`src/rtl/modified_utf8_string_decoder_assert.svh`:
```
// ----------------------------------------------------------------------------
// Assertion macros for the modified UTF-8 string decoder
// Concurrent checks clocked on aclk and disabled while aresetn is low.
// ----------------------------------------------------------------------------
`ifndef MODIFIED_UTF8_STRING_DECODER_ASSERT_SVH
`define MODIFIED_UTF8_STRING_DECODER_ASSERT_SVH

// Same-cycle implication
`define MU8SD_ASSERT_IMPL(label, ante, cons, msg) \
    label: assert property (@(posedge aclk) disable iff (!aresetn) \
        (ante) |-> (cons)) else $error(msg);

// Next-cycle implication
`define MU8SD_ASSERT_NEXT(label, ante, cons, msg) \
    label: assert property (@(posedge aclk) disable iff (!aresetn) \
        (ante) |=> (cons)) else $error(msg);

`endif

```
`src/rtl/mu8sd_pkg.sv`:
```
// ----------------------------------------------------------------------------
// mu8sd_pkg
// Constants and types for the modified UTF-8 string decoder.
// ----------------------------------------------------------------------------
package mu8sd_pkg;

    // Prefix counter value that marks the body phase
    localparam logic [2:0] BODY_PHASE  = 3'd7;
    localparam logic [2:0] PLEN_NARROW = 3'd2;
    localparam logic [2:0] PLEN_WIDE   = 3'd4;

    localparam logic [7:0] CONT_MASK = 8'hC0;
    localparam logic [7:0] CONT_TAG  = 8'h80;

    // Pending continuation byte counts
    localparam logic [1:0] SEQ_NONE = 2'd0;
    localparam logic [1:0] SEQ_ONE  = 2'd1;
    localparam logic [1:0] SEQ_TWO  = 2'd2;

    // Register map
    localparam int         APB_ADDR_W      = 3;
    localparam int         APB_DATA_W      = 32;
    localparam logic [0:0] REG_PREFIX_WIDE = 1'b0;

    typedef struct packed {
        logic [15:0] code_unit;
        logic        has_char;
        logic        last;
        logic        error;
    } result_t;

endpackage

```
`src/rtl/modified_utf8_string_decoder.sv`:
```
// ----------------------------------------------------------------------------
// modified_utf8_string_decoder: length-prefixed modified UTF-8 to 16-bit units
// One byte per cycle when the output register is empty or drains (m_ready);
// a result appears the cycle after its byte in the single output register.
// Synchronous active-low reset clears string state, prefix_wide and m_valid.
// ----------------------------------------------------------------------------
module modified_utf8_string_decoder (
    input  logic                               aclk,
    input  logic                               aresetn,
    // byte stream
    input  logic                               s_valid,
    output logic                               s_ready,
    input  logic [7:0]                         s_in_byte,
    // results
    output logic                               m_valid,
    input  logic                               m_ready,
    output logic [15:0]                        m_code_unit,
    output logic                               m_has_char,
    output logic                               m_last,
    output logic                               m_error,
    // configuration
    input  logic                               psel,
    input  logic                               penable,
    input  logic                               pwrite,
    input  logic [mu8sd_pkg::APB_ADDR_W-1:0]   paddr,
    input  logic [mu8sd_pkg::APB_DATA_W-1:0]   pwdata,
    output logic [mu8sd_pkg::APB_DATA_W-1:0]   prdata,
    output logic                               pready
);
    import mu8sd_pkg::*;

    `include "modified_utf8_string_decoder_assert.svh"

    logic        prefix_wide_reg;
    logic [2:0]  prefix_count_reg, prefix_count_next;
    logic [15:0] body_remaining_reg, body_remaining_next;
    logic [1:0]  seq_pending_reg, seq_pending_next;
    logic [15:0] partial_unit_reg, partial_unit_next;
    logic        error_seen_reg, error_seen_next;

    logic        m_valid_reg, m_valid_next;
    result_t     result_reg, result_next;

    logic        in_accept;
    logic        res_valid;
    result_t     res;
    logic [2:0]  plen;
    logic [2:0]  count_inc;
    logic [15:0] len_shift;
    logic [15:0] rem_dec;
    logic [15:0] unit;
    logic        have_unit;
    logic        cfg_write;

    // ---------------- configuration ----------------
    assign pready    = 1'b1;
    assign cfg_write = psel && penable && pwrite && pready
                       && (paddr[2] == REG_PREFIX_WIDE);

    always_ff @(posedge aclk) begin
        if (!aresetn) begin
            prefix_wide_reg <= 1'b0;
        end else if (cfg_write) begin
            prefix_wide_reg <= pwdata[0];
        end
    end

    assign prdata = (paddr[2] == REG_PREFIX_WIDE)
                    ? {{(APB_DATA_W-1){1'b0}}, prefix_wide_reg}
                    : '0;

    // ---------------- decode ----------------
    assign s_ready   = !m_valid_reg || m_ready;
    assign in_accept = s_valid && s_ready;

    assign plen      = prefix_wide_reg ? PLEN_WIDE : PLEN_NARROW;
    assign count_inc = prefix_count_reg + 3'd1;
    assign len_shift = {body_remaining_reg[7:0], s_in_byte};
    assign rem_dec   = body_remaining_reg - 16'd1;

    always_comb begin
        prefix_count_next   = prefix_count_reg;
        body_remaining_next = body_remaining_reg;
        seq_pending_next    = seq_pending_reg;
        partial_unit_next   = partial_unit_reg;
        error_seen_next     = error_seen_reg;
        res_valid           = 1'b0;
        res                 = '0;
        unit                = '0;
        have_unit           = 1'b0;

        if (in_accept) begin
            if (prefix_count_reg != BODY_PHASE) begin
                body_remaining_next = len_shift;
                prefix_count_next   = count_inc;
                if (count_inc >= plen) begin
                    if (len_shift == 16'd0) begin
                        // empty string: closes on the last prefix byte
                        prefix_count_next = '0;
                        res_valid         = 1'b1;
                        res.last          = 1'b1;
                    end else begin
                        prefix_count_next = BODY_PHASE;
                    end
                end
            end else begin
                if (!error_seen_reg) begin
                    if (seq_pending_reg == SEQ_NONE) begin
                        case (s_in_byte[7:4]) inside
                            [4'h0:4'h7]: begin
                                unit      = {8'd0, s_in_byte};
                                have_unit = 1'b1;
                            end
                            4'hC, 4'hD: begin
                                partial_unit_next = {5'd0, s_in_byte[4:0], 6'd0};
                                seq_pending_next  = SEQ_ONE;
                            end
                            4'hE: begin
                                partial_unit_next = {s_in_byte[3:0], 12'd0};
                                seq_pending_next  = SEQ_TWO;
                            end
                            default: begin
                                error_seen_next = 1'b1;
                            end
                        endcase
                    end else if ((s_in_byte & CONT_MASK) != CONT_TAG) begin
                        error_seen_next  = 1'b1;
                        seq_pending_next = SEQ_NONE;
                    end else begin
                        if (seq_pending_reg == SEQ_TWO) begin
                            partial_unit_next = partial_unit_reg
                                                | {4'd0, s_in_byte[5:0], 6'd0};
                        end else begin
                            partial_unit_next = partial_unit_reg
                                                | {10'd0, s_in_byte[5:0]};
                        end
                        seq_pending_next = seq_pending_reg - 2'd1;
                        if (seq_pending_next == SEQ_NONE) begin
                            unit              = partial_unit_next;
                            have_unit         = 1'b1;
                            partial_unit_next = '0;
                        end
                    end
                end

                body_remaining_next = rem_dec;

                if (rem_dec == 16'd0) begin
                    // end of body; an open sequence counts as malformed
                    res_valid = 1'b1;
                    res.last  = 1'b1;
                    res.error = error_seen_next || (seq_pending_next != SEQ_NONE);
                    if (!res.error) begin
                        res.has_char  = have_unit;
                        res.code_unit = unit;
                    end
                    prefix_count_next = '0;
                    seq_pending_next  = SEQ_NONE;
                    partial_unit_next = '0;
                    error_seen_next   = 1'b0;
                end else if (have_unit) begin
                    res_valid     = 1'b1;
                    res.has_char  = 1'b1;
                    res.code_unit = unit;
                end
            end
        end
    end

    always_ff @(posedge aclk) begin
        if (!aresetn) begin
            prefix_count_reg   <= '0;
            body_remaining_reg <= '0;
            seq_pending_reg    <= SEQ_NONE;
            partial_unit_reg   <= '0;
            error_seen_reg     <= 1'b0;
        end else begin
            prefix_count_reg   <= prefix_count_next;
            body_remaining_reg <= body_remaining_next;
            seq_pending_reg    <= seq_pending_next;
            partial_unit_reg   <= partial_unit_next;
            error_seen_reg     <= error_seen_next;
        end
    end

    // ---------------- output register ----------------
    always_comb begin
        m_valid_next = m_valid_reg;
        result_next  = result_reg;
        if (in_accept && res_valid) begin
            m_valid_next = 1'b1;
            result_next  = res;
        end else if (m_ready) begin
            m_valid_next = 1'b0;
        end
    end

    always_ff @(posedge aclk) begin
        if (!aresetn) begin
            m_valid_reg <= 1'b0;
        end else begin
            m_valid_reg <= m_valid_next;
        end
    end

    always_ff @(posedge aclk) begin
        result_reg <= result_next;
    end

    assign m_valid     = m_valid_reg;
    assign m_code_unit = result_reg.code_unit;
    assign m_has_char  = result_reg.has_char;
    assign m_last      = result_reg.last;
    assign m_error     = result_reg.error;

    // ---------------- assertions ----------------
    `MU8SD_ASSERT_IMPL(a_mid_carries_char, m_valid && !m_last, m_has_char,
        "non-final transaction without a code unit")
    `MU8SD_ASSERT_IMPL(a_error_only_final, m_valid && m_error, m_last && !m_has_char,
        "error flagged on a transaction that is not a bare final one")
    `MU8SD_ASSERT_IMPL(a_prefix_clean, prefix_count_reg != BODY_PHASE,
        seq_pending_reg == SEQ_NONE && !error_seen_reg,
        "sequence or error state left over into the length prefix")
    `MU8SD_ASSERT_NEXT(a_body_nonzero, prefix_count_reg == BODY_PHASE,
        body_remaining_reg != 16'd0 || prefix_count_reg != BODY_PHASE,
        "body phase with zero bytes remaining")

endmodule
```
`config.mk`:
```
export PLATFORM = sky130hd
export DESIGN_NAME = modified_utf8_string_decoder
export DESIGN_NICKNAME = d
export VERILOG_FILES = /design/src/rtl/mu8sd_pkg.sv /design/src/rtl/modified_utf8_string_decoder.sv
export VERILOG_INCLUDE_DIRS = /design/src /design/src/rtl
export SDC_FILE = /design/constraint.sdc
export NUM_CORES = 1
export LEC_CHECK = 0
export BUFFER_PORTS_ARGS = -buffer_cell sky130_fd_sc_hd__buf_2
export CORE_UTILIZATION = 53
export DETAILED_ROUTE_END_ITERATION = 8
export HOLD_SLACK_MARGIN = 0.08
export PLACE_DENSITY = 0.82
export SLEW_MARGIN = 20
export SYNTH_ARGS = -nofsm -noshare
export SYNTH_HDL_FRONTEND = slang
export SYNTH_SLANG_ARGS = --single-unit
```
`constraint.sdc`:
```
create_clock -name aclk -period 3.8 [get_ports aclk]
set_clock_uncertainty 0.05 [all_clocks]
set_input_delay 0.19 -clock aclk [delete_from_list [all_inputs] [get_ports aclk]]
set_output_delay 0.19 -clock aclk [all_outputs]
set_load 0.01 [all_outputs]
```
==> metrics.md, run 1 <==
| Metric | Value |
|---|---|
| Routed wire length | 8610 um |
| Multi-input gate area | 0.00196 mm^2 |
| Slowest CP cell | sky130_fd_sc_hd__a2111oi_1 |
| Final routed wire length divided by cell count | 16.0 um |
| Count of final max-slew check failures | 0 |
| Final period demand of the worst path | 3.11 ns |
| Most instantiated flip-flop cell in the synthesis netlist | sky130_fd_sc_hd__dfxtp_1 |
| Outcome | completed |
| Crit-path max cell delay | 0.54 ns |
| Fmax achieved | 322 MHz |
| Hold WS | 0.106 ns |
| Setup-failing EPs final | 0 |
| Initial Utilization | 56.2% |
| CTS H-Tree Depth | 3 |
| Row cnt | 29 |
| Initial detailed-routing violation count | 337 |
| Antenna Nets Post-Route | 0 |
| Synth unique cells | 66 |
| Final design instance area without fill | 0.00399 mm^2 |
| Number of vias in the routed layout | 3306 |
| Total number of clock tree sinks | 59 |
| Syn avg cell area | 8.56 um^2 |
| CTS tree | yes |
| Half-perimeter wire length after placement | 5920 um |
| Layout Area Growth over Synthesis | 8.55% |
| Final weighted congestion in routability-driven placement | 0.891 |
| Standard cell area after detailed placement | 0.00373 mm^2 |
| Required @ worst endpoint | 3.78 ns |
| Setup TNS | 0 ns |
| Cell Chain, Critical Path | inv_1, ha_1, xnor2_1, nand4_1, a2111oi_1, a21oi_1, a21oi_2, buf_4 |
| Flops & latches, synth | 59 |
| Category of the worst setup path launch point | flop |
| Area of the placeable core | 0.00653 mm^2 |
| Worst-Skew Late Latency | 0.35 ns |
| Tightest Pin Transition | 0.848 ns |
| 1st-pass router iterations | 5 |
| Number of port buffers | 38 |
| Async set-or-reset flop fraction in the synthesized netlist | 0% |
| Power density relative to cell area | 388 mW/mm^2 |
| Share of final-layout standard cells stronger than drive strength 1 | 16.5% |
| Final hold viol count | 0 |
| Maximum clock insertion buffer count | 2 |
| RSZ-0062 raised after global routing | no |
| Number of buffers created by CTS | 9 |
| Wire length of the first global-routing pass | 13900 um |
| Antenna diode count | 0 |
| Class of the most critical hold timing path | in -> reg |
| Most frequent cells in the layout | sky130_fd_sc_hd__dfxtp_1 (40), sky130_fd_sc_hd__nor2_1 (38), sky130_fd_sc_hd__buf_2 (38) |
| Vias in the first global route | 2940 |
| Commonest non-fill, non-tap cell in the layout | sky130_fd_sc_hd__dfxtp_1 |
| Root Buffer | sky130_fd_sc_hd__clkbuf_8 |
| Resized Gates After CTS | 0 |
| Vias per cell | 6.13 |
| FF+latch area | 0.00137 mm^2 |
| Filler instances | 572 |
| Post-synthesis cell area | 0.00367 mm^2 |
| Synthesis Warnings | 0 |
| Clk slew on worst S/H paths | 0.09 ns |
| Number of flops mapped to enable cells by yosys | 19 |
| Sequential fraction of the synthesis area | 37.4% |
| Remaining max-slew budget at the tightest pin | 43.3% |
| Die extent in x | 85.2 um |
| Total grt overflow | 0 |
| Largest fanout on the critical path | 19 |
| Post-detailed-route DRC marker count | 0 |
| Final total power | 1.55 mW |
| Type of destination of the critical path | flop |
| Max-cap check violation count | 0 |
| Type of the worst setup path | reg -> reg |
| Total leakage power | 1.51 nW |
| Die area | 0.00726 mm^2 |
| Number of nets in the final layout | 517 |
| Synth Instances | 429 |
| Largest net degree at the start of global routing | 36 |
| GRT Resource Usage Total | 24.7% |
| Die outline height | 85.2 um |
| Max IR drop VDD | 0.221 mV |
| Final period util | 81.8% |
| Top-level port count | 104 |
| Arrival @ worst endpoint | 3.09 ns |
| Antenna violations before repair | 0 |
routing by layer:
layer | up-vias | wire length [um] | global-route usage (%)
li1 | 1572 | - | -
met5 | - | 0 | 0
met3 | 19 | 708 | 5.25
met2 | 177 | 4010 | 40.2
met4 | 0 | 193 | 10.9
met1 | 1538 | 3700 | 31.7
Yosys cell counts (6+ instances only):
master	n	area, um^2
sky130_fd_sc_hd__dfxtp_1	40	801
sky130_fd_sc_hd__a211oi_1	6	45.0
sky130_fd_sc_hd__edfxtp_1	19	571
sky130_fd_sc_hd__ha_1	10	125
sky130_fd_sc_hd__clkbuf_1	16	60.1
sky130_fd_sc_hd__a22oi_1	10	75.1
sky130_fd_sc_hd__nor3_1	11	55.1
sky130_fd_sc_hd__nand4_1	9	56.3
sky130_fd_sc_hd__o21ai_0	19	95.1
sky130_fd_sc_hd__inv_1	19	71.3
sky130_fd_sc_hd__or4_1	7	52.6
sky130_fd_sc_hd__nand3_1	7	35.0
sky130_fd_sc_hd__a21oi_1	34	170
sky130_fd_sc_hd__o21a_1	10	75.1
sky130_fd_sc_hd__nand2_1	28	105
sky130_fd_sc_hd__nor2_1	38	143
sky130_fd_sc_hd__o22ai_1	9	56.3
sky130_fd_sc_hd__buf_4	32	240
sky130_fd_sc_hd__a21o_1	7	52.6
through the flow:
| step | util, % | instances | setup slack [ns] |
|---|---|---|---|
| after global placement | 57.1 | 518 | 0.819 |
| after detailed placement | 57.1 | 518 | 0.748 |
| after CTS | 61.0 | 539 | 0.715 |
| final | 61.0 | 539 | 0.690 |
| after floorplan | - | 459 | 0.568 |
| after global routing | 61.0 | 539 | 0.506 |
cell families (layout without fill, tap and decap cells):
| family | Yosys count | count (layout) | synth area share (%) |
|---|---|---|---|
| simple gates | 146 | 146 | 22.6 |
| mux | 2 | 2 | 0.545 |
| flops | 59 | 59 | 37.4 |
| buf+inv | 81 | 84 | 12.3 |
| fa+ha+maj | 10 | 10 | 3.41 |
| compound gates | 127 | 127 | 23.1 |
| xor+xnor | 2 | 2 | 0.477 |
| other cells | 2 | 32 | 0.205 |
final cells by class:
type	count	area share [%]
Multi-Input combinational cell	319	49.3
Timing Repair Buffer	47	6.78
Sequential cell	59	34.4
Clock buffer	9	3.11
Inverter	21	1.98
Tap cell	77	2.42
Clock inverter	7	2.04
worst paths after layout:
check                        startpoint  cells past startpoint  slack (ns)             endpoint
setup / recovery  body_remaining_reg[0]                      8        0.69       m_code_unit[0]
hold / removal                  m_ready                      4        0.11              m_valid
setup reg to reg  body_remaining_reg[0]                      8        0.69       m_code_unit[0]
hold reg to reg     partial_unit_reg[4]                      1        0.42  partial_unit_reg[4]
repair_timing:
item                       in CTS  in global routing
setup endpoints to repair       0                  0
hold buffers                    5                  0
hold endpoints to repair        5                  0
setup buffers                   0                  0
worst max-delay path, delay by kind of cell, from the launching register on:
| family | cells | cell delay [ns] |
|---|---|---|
| DFF | 1 | 0.53 |
| xor gates and xnor gates | 1 | 0.22 |
| AOI/OAI and AO/OA | 3 | 1.06 |
| adders and majority gates | 1 | 0.40 |
| and+or+nand+nor | 1 | 0.14 |
| buffers and inverters | 2 | 0.39 |
report_power, final:
group | internal, mW | total, mW | leakage, nW | switching, mW
logic | 0.0931 | 0.250 | 0.914 | 0.157
registers | 0.665 | 0.691 | 0.497 | 0.0257
clock network | 0.313 | 0.606 | 0.101 | 0.294
(Power assumes the default switching activity.)
==> run 2, diff against run 1 <==
Settings changed: CORE_UTILIZATION 53 to 48, PLACE_DENSITY 0.82 to 0.78.
Clock period 3.8 ns to 2.5 ns, I/O delays scaled along.
==> run 2 against run 1 <==
Register-to-register slack worse by 0.64 ns. Final cell count is 11% higher. Utilization is 0.77 points lower. Global-route usage is 0.39 points lower. Clock power is 41% higher. Setup slack worse by 0.64 ns. Combinational power is 84% higher. Sequential power is 52% higher. Wire length is 4.8% higher. Critical path depth stayed put. Design area is 11% higher. Non-clock buffer count is 37 higher. Highest routed layer unchanged.
==> metrics.md, run 2 (same netlist as run 1, synthesis figures left out) <==
| Metric | Value |
|---|---|
| Outcome | completed |
| Die extent in x | 89.5 um |
| Most frequent cells in the layout | sky130_fd_sc_hd__buf_2 (38), sky130_fd_sc_hd__buf_4 (38), sky130_fd_sc_hd__nor2_1 (37), sky130_fd_sc_hd__dfxtp_1 (37) |
| Number of buffers created by CTS | 9 |
| 1st-pass router iterations | 5 |
| Vias per cell | 5.71 |
| Type of the worst setup path | reg -> reg |
| Share of final-layout standard cells stronger than drive strength 1 | 26.1% |
| Tightest Pin Transition | 0.856 ns |
| Class of the most critical hold timing path | in -> reg |
| Top-level port count | 104 |
| Total leakage power | 1.72 nW |
| Number of port buffers | 38 |
| Area of the placeable core | 0.00733 mm^2 |
| Count of final max-slew check failures | 0 |
| Vias in the first global route | 3088 |
| Largest net degree at the start of global routing | 26 |
| Arrival @ worst endpoint | 2.64 ns |
| CTS H-Tree Depth | 3 |
| Final hold viol count | 0 |
| Hold WS | 0.108 ns |
| Setup-failing EPs final | 0 |
| Number of nets in the final layout | 554 |
| Placed insts | 575 |
| Post-layout utilization of the core | 60.2% |
| Antenna diode count | 0 |
| Clk slew on worst S/H paths | 0.07 ns |
| Antenna Nets Post-Route | 0 |
| Final weighted congestion in routability-driven placement | 0.917 |
| Setup TNS | 0 ns |
| Final period util | 98.1% |
| Final total power | 2.36 mW |
| Antenna violations before repair | 0 |
| Layout Area Growth over Synthesis | 20.3% |
| Total number of clock tree sinks | 59 |
| Final routed wire length divided by cell count | 15.1 um |
| Largest fanout on the critical path | 12 |
| Required @ worst endpoint | 2.69 ns |
| Routed wire length | 9020 um |
| Initial Utilization | 50.1% |
| Die outline height | 89.5 um |
| Die area | 0.00800 mm^2 |
| CTS tree | yes |
| Initial detailed-routing violation count | 275 |
| Number of vias in the routed layout | 3415 |
| Category of the worst setup path launch point | flop |
| GRT Resource Usage Total | 24.3% |
| Total grt overflow | 0 |
| Post-detailed-route DRC marker count | 0 |
| Wire length of the first global-routing pass | 14800 um |
| Row cnt | 31 |
| Final period demand of the worst path | 2.45 ns |
| Max IR drop VDD | 0.351 mV |
| Worst-Skew Late Latency | 0.34 ns |
| Root Buffer | sky130_fd_sc_hd__clkbuf_8 |
| Type of destination of the critical path | flop |
| Fmax achieved | 408 MHz |
| Power density relative to cell area | 535 mW/mm^2 |
| Max-cap check violation count | 0 |
| Half-perimeter wire length after placement | 6470 um |
| Final Non-Filler Cells | 598 |
| Maximum clock insertion buffer count | 2 |
| Remaining max-slew budget at the tightest pin | 42.8% |
## run 2: cell types whose count changed in the layout (fill, tap and decap cells not counted), moves of 2 or more
cell | previous run | this run
sky130_fd_sc_hd__dfxtp_2 | 0 | 3
sky130_fd_sc_hd__buf_12 | 0 | 3
sky130_fd_sc_hd__nor4_2 | 2 | 4
sky130_fd_sc_hd__buf_4 | 4 | 38
sky130_fd_sc_hd__inv_6 | 4 | 1
sky130_fd_sc_hd__dfxtp_1 | 40 | 37
sky130_fd_sc_hd__clkinvlp_4 | 1 | 3
sky130_fd_sc_hd__nor4_1 | 5 | 3
## run 2: where the power goes
part           switching (mW)  internal [mW]  leakage [nW]
registers              0.0332           1.01         0.498
logic                   0.266          0.194          1.13
clock network           0.397          0.460        0.0866
total                   0.696           1.67          1.72
## run 2: layout make-up
type / instances / area (um^2)
Fill cell: 631 / 2910
Multi-Input combinational cell: 319 / 2060
Sequential cell: 59 / 1380
Timing Repair Buffer: 84 / 586
Clock buffer: 10 / 128
Tap cell: 99 / 124
Inverter: 21 / 78.8
Clock inverter: 6 / 65.1
## run 2: repair_timing
action | 4_1_cts | 5_1_grt
hold buffers | 5 | 0
gates resized for setup | 5 | 13
setup buffers | 0 | 2
endpoints found under the hold margin | 5 | 0
gates cloned | 0 | 0
pin swaps | 0 | 1
endpoints found under the setup margin | 11 | 48
## run 2: final timing paths
check | depth (start not counted) | to | startpoint | slack [ns]
max | 8 | partial_unit_reg[7] | body_remaining_reg[0] | 0.05
min | 2 | partial_unit_reg[10] | s_in_byte[4] | 0.11
max reg2reg | 8 | partial_unit_reg[7] | body_remaining_reg[0] | 0.05
min reg2reg | 1 | partial_unit_reg[0] | partial_unit_reg[0] | 0.42
## run 2: layer usage
metal  vias up  track usage (%)  part of all wire (%)
met5         -                0                     0
met3        18             3.69                   6.7
met4         0             9.96                   1.8
met1      1619             32.0                    44
li1       1641                -                     -
met2       137             40.0                    48
## run 2: critical path: stages (launching register included)
cell and delay (ns):
sky130_fd_sc_hd__dfxtp_2 0.34, sky130_fd_sc_hd__buf_4 0.16, sky130_fd_sc_hd__or4b_1 0.54, sky130_fd_sc_hd__o31ai_2 0.11, sky130_fd_sc_hd__a21oi_2 0.13, sky130_fd_sc_hd__buf_4 0.15, sky130_fd_sc_hd__or3_4 0.38, sky130_fd_sc_hd__and3_4 0.24
sky130_fd_sc_hd__a22o_1 0.24
## run 2: per-stage QoR
step | area [um^2] | worst slack (ns)
final | 4420 | 0.0470
after global routing | 4420 | -0.0265
after CTS | 4340 | 0.0383
after detailed placement | 4070 | -0.0326
after global placement | 4070 | 0.0131
after floorplan | 3820 | 0.0133
==> run 3, diff against run 2 <==
Settings changed: CAP_MARGIN set to 10, RECOVER_POWER set to 100.
==> run 3 against run 2 <==
Setup slack got worse by 0.0093 ns. Critical path depth did not move. Sequential power barely moved.
==> metrics.md, run 3 (same netlist as run 1, synthesis figures left out) <==
| Metric | Value |
|---|---|
| Outcome | completed |
| 1st-pass router iterations | 4 |
| Top-level port count | 104 |
| Final period demand of the worst path | 2.46 ns |
| Wire length of the first global-routing pass | 14800 um |
| Max-cap check violation count | 0 |
| Clk network pwr share | 36.3% |
| Die outline height | 89.5 um |
| Filler instances | 645 |
| Largest fanout on the critical path | 12 |
| Cell family with most CP delay | simple AND/OR/NAND/NOR gates |
| Area of the placeable core | 0.00733 mm^2 |
| CP dominant cell by count | sky130_fd_sc_hd__buf_4 |
| Largest net degree at the start of global routing | 26 |
| Type of destination of the critical path | flop |
| Switching power share of the total | 29.5% |
| Number of port buffers | 38 |
| Fraction of power consumed by sequential logic | 44.3% |
| Arrival @ worst endpoint | 2.65 ns |
| Fmax achieved | 406 MHz |
| Total leakage power | 1.65 nW |
| Antenna Nets Post-Route | 0 |
| Count of cells along the worst register-to-register path | 8 |
| Buffer and inverter count on the worst path | 2 |
| Slowest CP cell | sky130_fd_sc_hd__or4b_1 |
| Reg2Reg Setup Slack | 0.04 ns |
| CTS tree | yes |
| Max IR drop VDD | 0.351 mV |
| Clk slew on worst S/H paths | 0.07 ns |
| Cell depth of the worst setup path | 8 |
| Reg-to-reg critical path startpoint | body_remaining_reg[0] |
| Power density relative to cell area | 539 mW/mm^2 |
| Antenna violations before repair | 0 |
| Worst Setup SP | body_remaining_reg[0] |
| Tightest Pin Transition | 0.887 ns |
| Endpoint of the lowest-slack register-to-register path | partial_unit_reg[6] |
| Worst-Skew Late Latency | 0.34 ns |
| Layout Area Growth over Synthesis | 19.4% |
| Comb power frac | 19.4% |
| Root Buffer | sky130_fd_sc_hd__clkbuf_8 |
| Cell Chain, Critical Path | buf_4, or4b_1, o31ai_2, a21oi_2, buf_4, or3_4, and3_4, a22o_1 |
| Multi-input gate area | 0.00206 mm^2 |
| Remaining max-slew budget at the tightest pin | 40.9% |
| Initial Utilization | 50.1% |
| Number of vias in the routed layout | 3409 |
| Setup-failing EPs final | 0 |
| Final routed wire length divided by cell count | 15.1 um |
| Number of nets in the final layout | 554 |
| Standard cell area after detailed placement | 0.00407 mm^2 |
| Class of the most critical hold timing path | in -> reg |
| Initial detailed-routing violation count | 310 |
| Int Power | 1.67 mW |
| Total number of clock tree sinks | 59 |
| FF+latch area | 0.00138 mm^2 |
| Final period util | 98.5% |
| Number of buffers created by CTS | 9 |
| Most frequent cells in the layout | sky130_fd_sc_hd__nor2_1 (37), sky130_fd_sc_hd__dfxtp_1 (37), sky130_fd_sc_hd__buf_4 (37) |
| Antenna diode count | 0 |
| Row cnt | 31 |
| Post-detailed-route DRC marker count | 0 |
| Final weighted congestion in routability-driven placement | 0.917 |
| GRT Resource Usage Total | 24.3% |
| CTS H-Tree Depth | 3 |
| Critical path capture point | partial_unit_reg[6] |
| Required @ worst endpoint | 2.68 ns |
| Die extent in x | 89.5 um |
| Half-perimeter wire length after placement | 6470 um |
| Total grt overflow | 0 |
| Count of final max-slew check failures | 0 |
| Vias per cell | 5.70 |
| Routed wire length | 9030 um |
| Maximum clock insertion buffer count | 2 |
| Final design instance area without fill | 0.00438 mm^2 |
| Share of final-layout standard cells stronger than drive strength 1 | 21.2% |
| Switching power total | 697 uW |
| Type of the worst setup path | reg -> reg |
| Placed insts | 575 |
| Crit-path max cell delay | 0.54 ns |
| Category of the worst setup path launch point | flop |
| Final Non-Filler Cells | 598 |
| Vias in the first global route | 3088 |
| Final hold viol count | 0 |
| Die area | 0.00800 mm^2 |
run 3: worst min path at each step:
stage            startpoint                   end  depth (start not counted)
3_3_place_gp      pwdata[0]       prefix_wide_reg                          3
6_report       s_in_byte[4]  partial_unit_reg[10]                          2
5_1_grt        s_in_byte[4]  partial_unit_reg[10]                          2
3_5_place_dp      pwdata[0]       prefix_wide_reg                          3
2_1_floorplan  s_in_byte[0]   partial_unit_reg[6]                          1
4_1_cts        s_in_byte[4]  partial_unit_reg[10]                          2
run 3: layer usage:
metal,track usage (%),vias to the layer above,wire [um]
li1,-,1637,-
met1,32.0,1622,3970
met2,40.0,134,4300
met3,3.69,16,603
met4,9.96,0,154
met5,0,-,0
run 3: cell type report:
cell class	instances	share of cell area (%)
clock buffers	10	2.91
clock inverters	6	1.48
inverters	21	1.80
multi-input cells	319	47.0
flip-flops and latches	59	31.4
well taps	99	2.83
repair buffers	84	12.6
run 3: power by group through the flow:
stage          combinational [mW]  clock [mW]  sequential (mW)
6_report                    0.459       0.858             1.05
5_1_grt                     0.504       0.907             1.05
4_1_cts                     0.434       0.869             1.04
3_5_place_dp                0.421           0             1.06
3_3_place_gp                0.408           0             1.06
2_1_floorplan               0.337           0             1.06
run 3: stage by stage:
stage / setup TNS [ns] / utilization, % / hold slack (ns) / setup WS (ns) / total power, mW
floorplan: 0 / - / 0.200 / 0.0133 / 1.39
global placement: 0 / 55.6 / 0.306 / 0.0131 / 1.47
detailed placement: -0.169 / 55.6 / 0.321 / -0.0326 / 1.49
CTS: 0 / 59.2 / 0.0866 / 0.0383 / 2.35
global route: -0.148 / 59.8 / 0.124 / -0.0274 / 2.46
finish: 0 / 59.8 / 0.108 / 0.0378 / 2.36
run 3: repair_timing:
action,CTS,global route
pin swaps,0,1
endpoints found under the hold margin,5,0
setup buffers,0,2
setup endpoints to repair,11,48
gates resized for setup,5,13
hold buffers,5,0
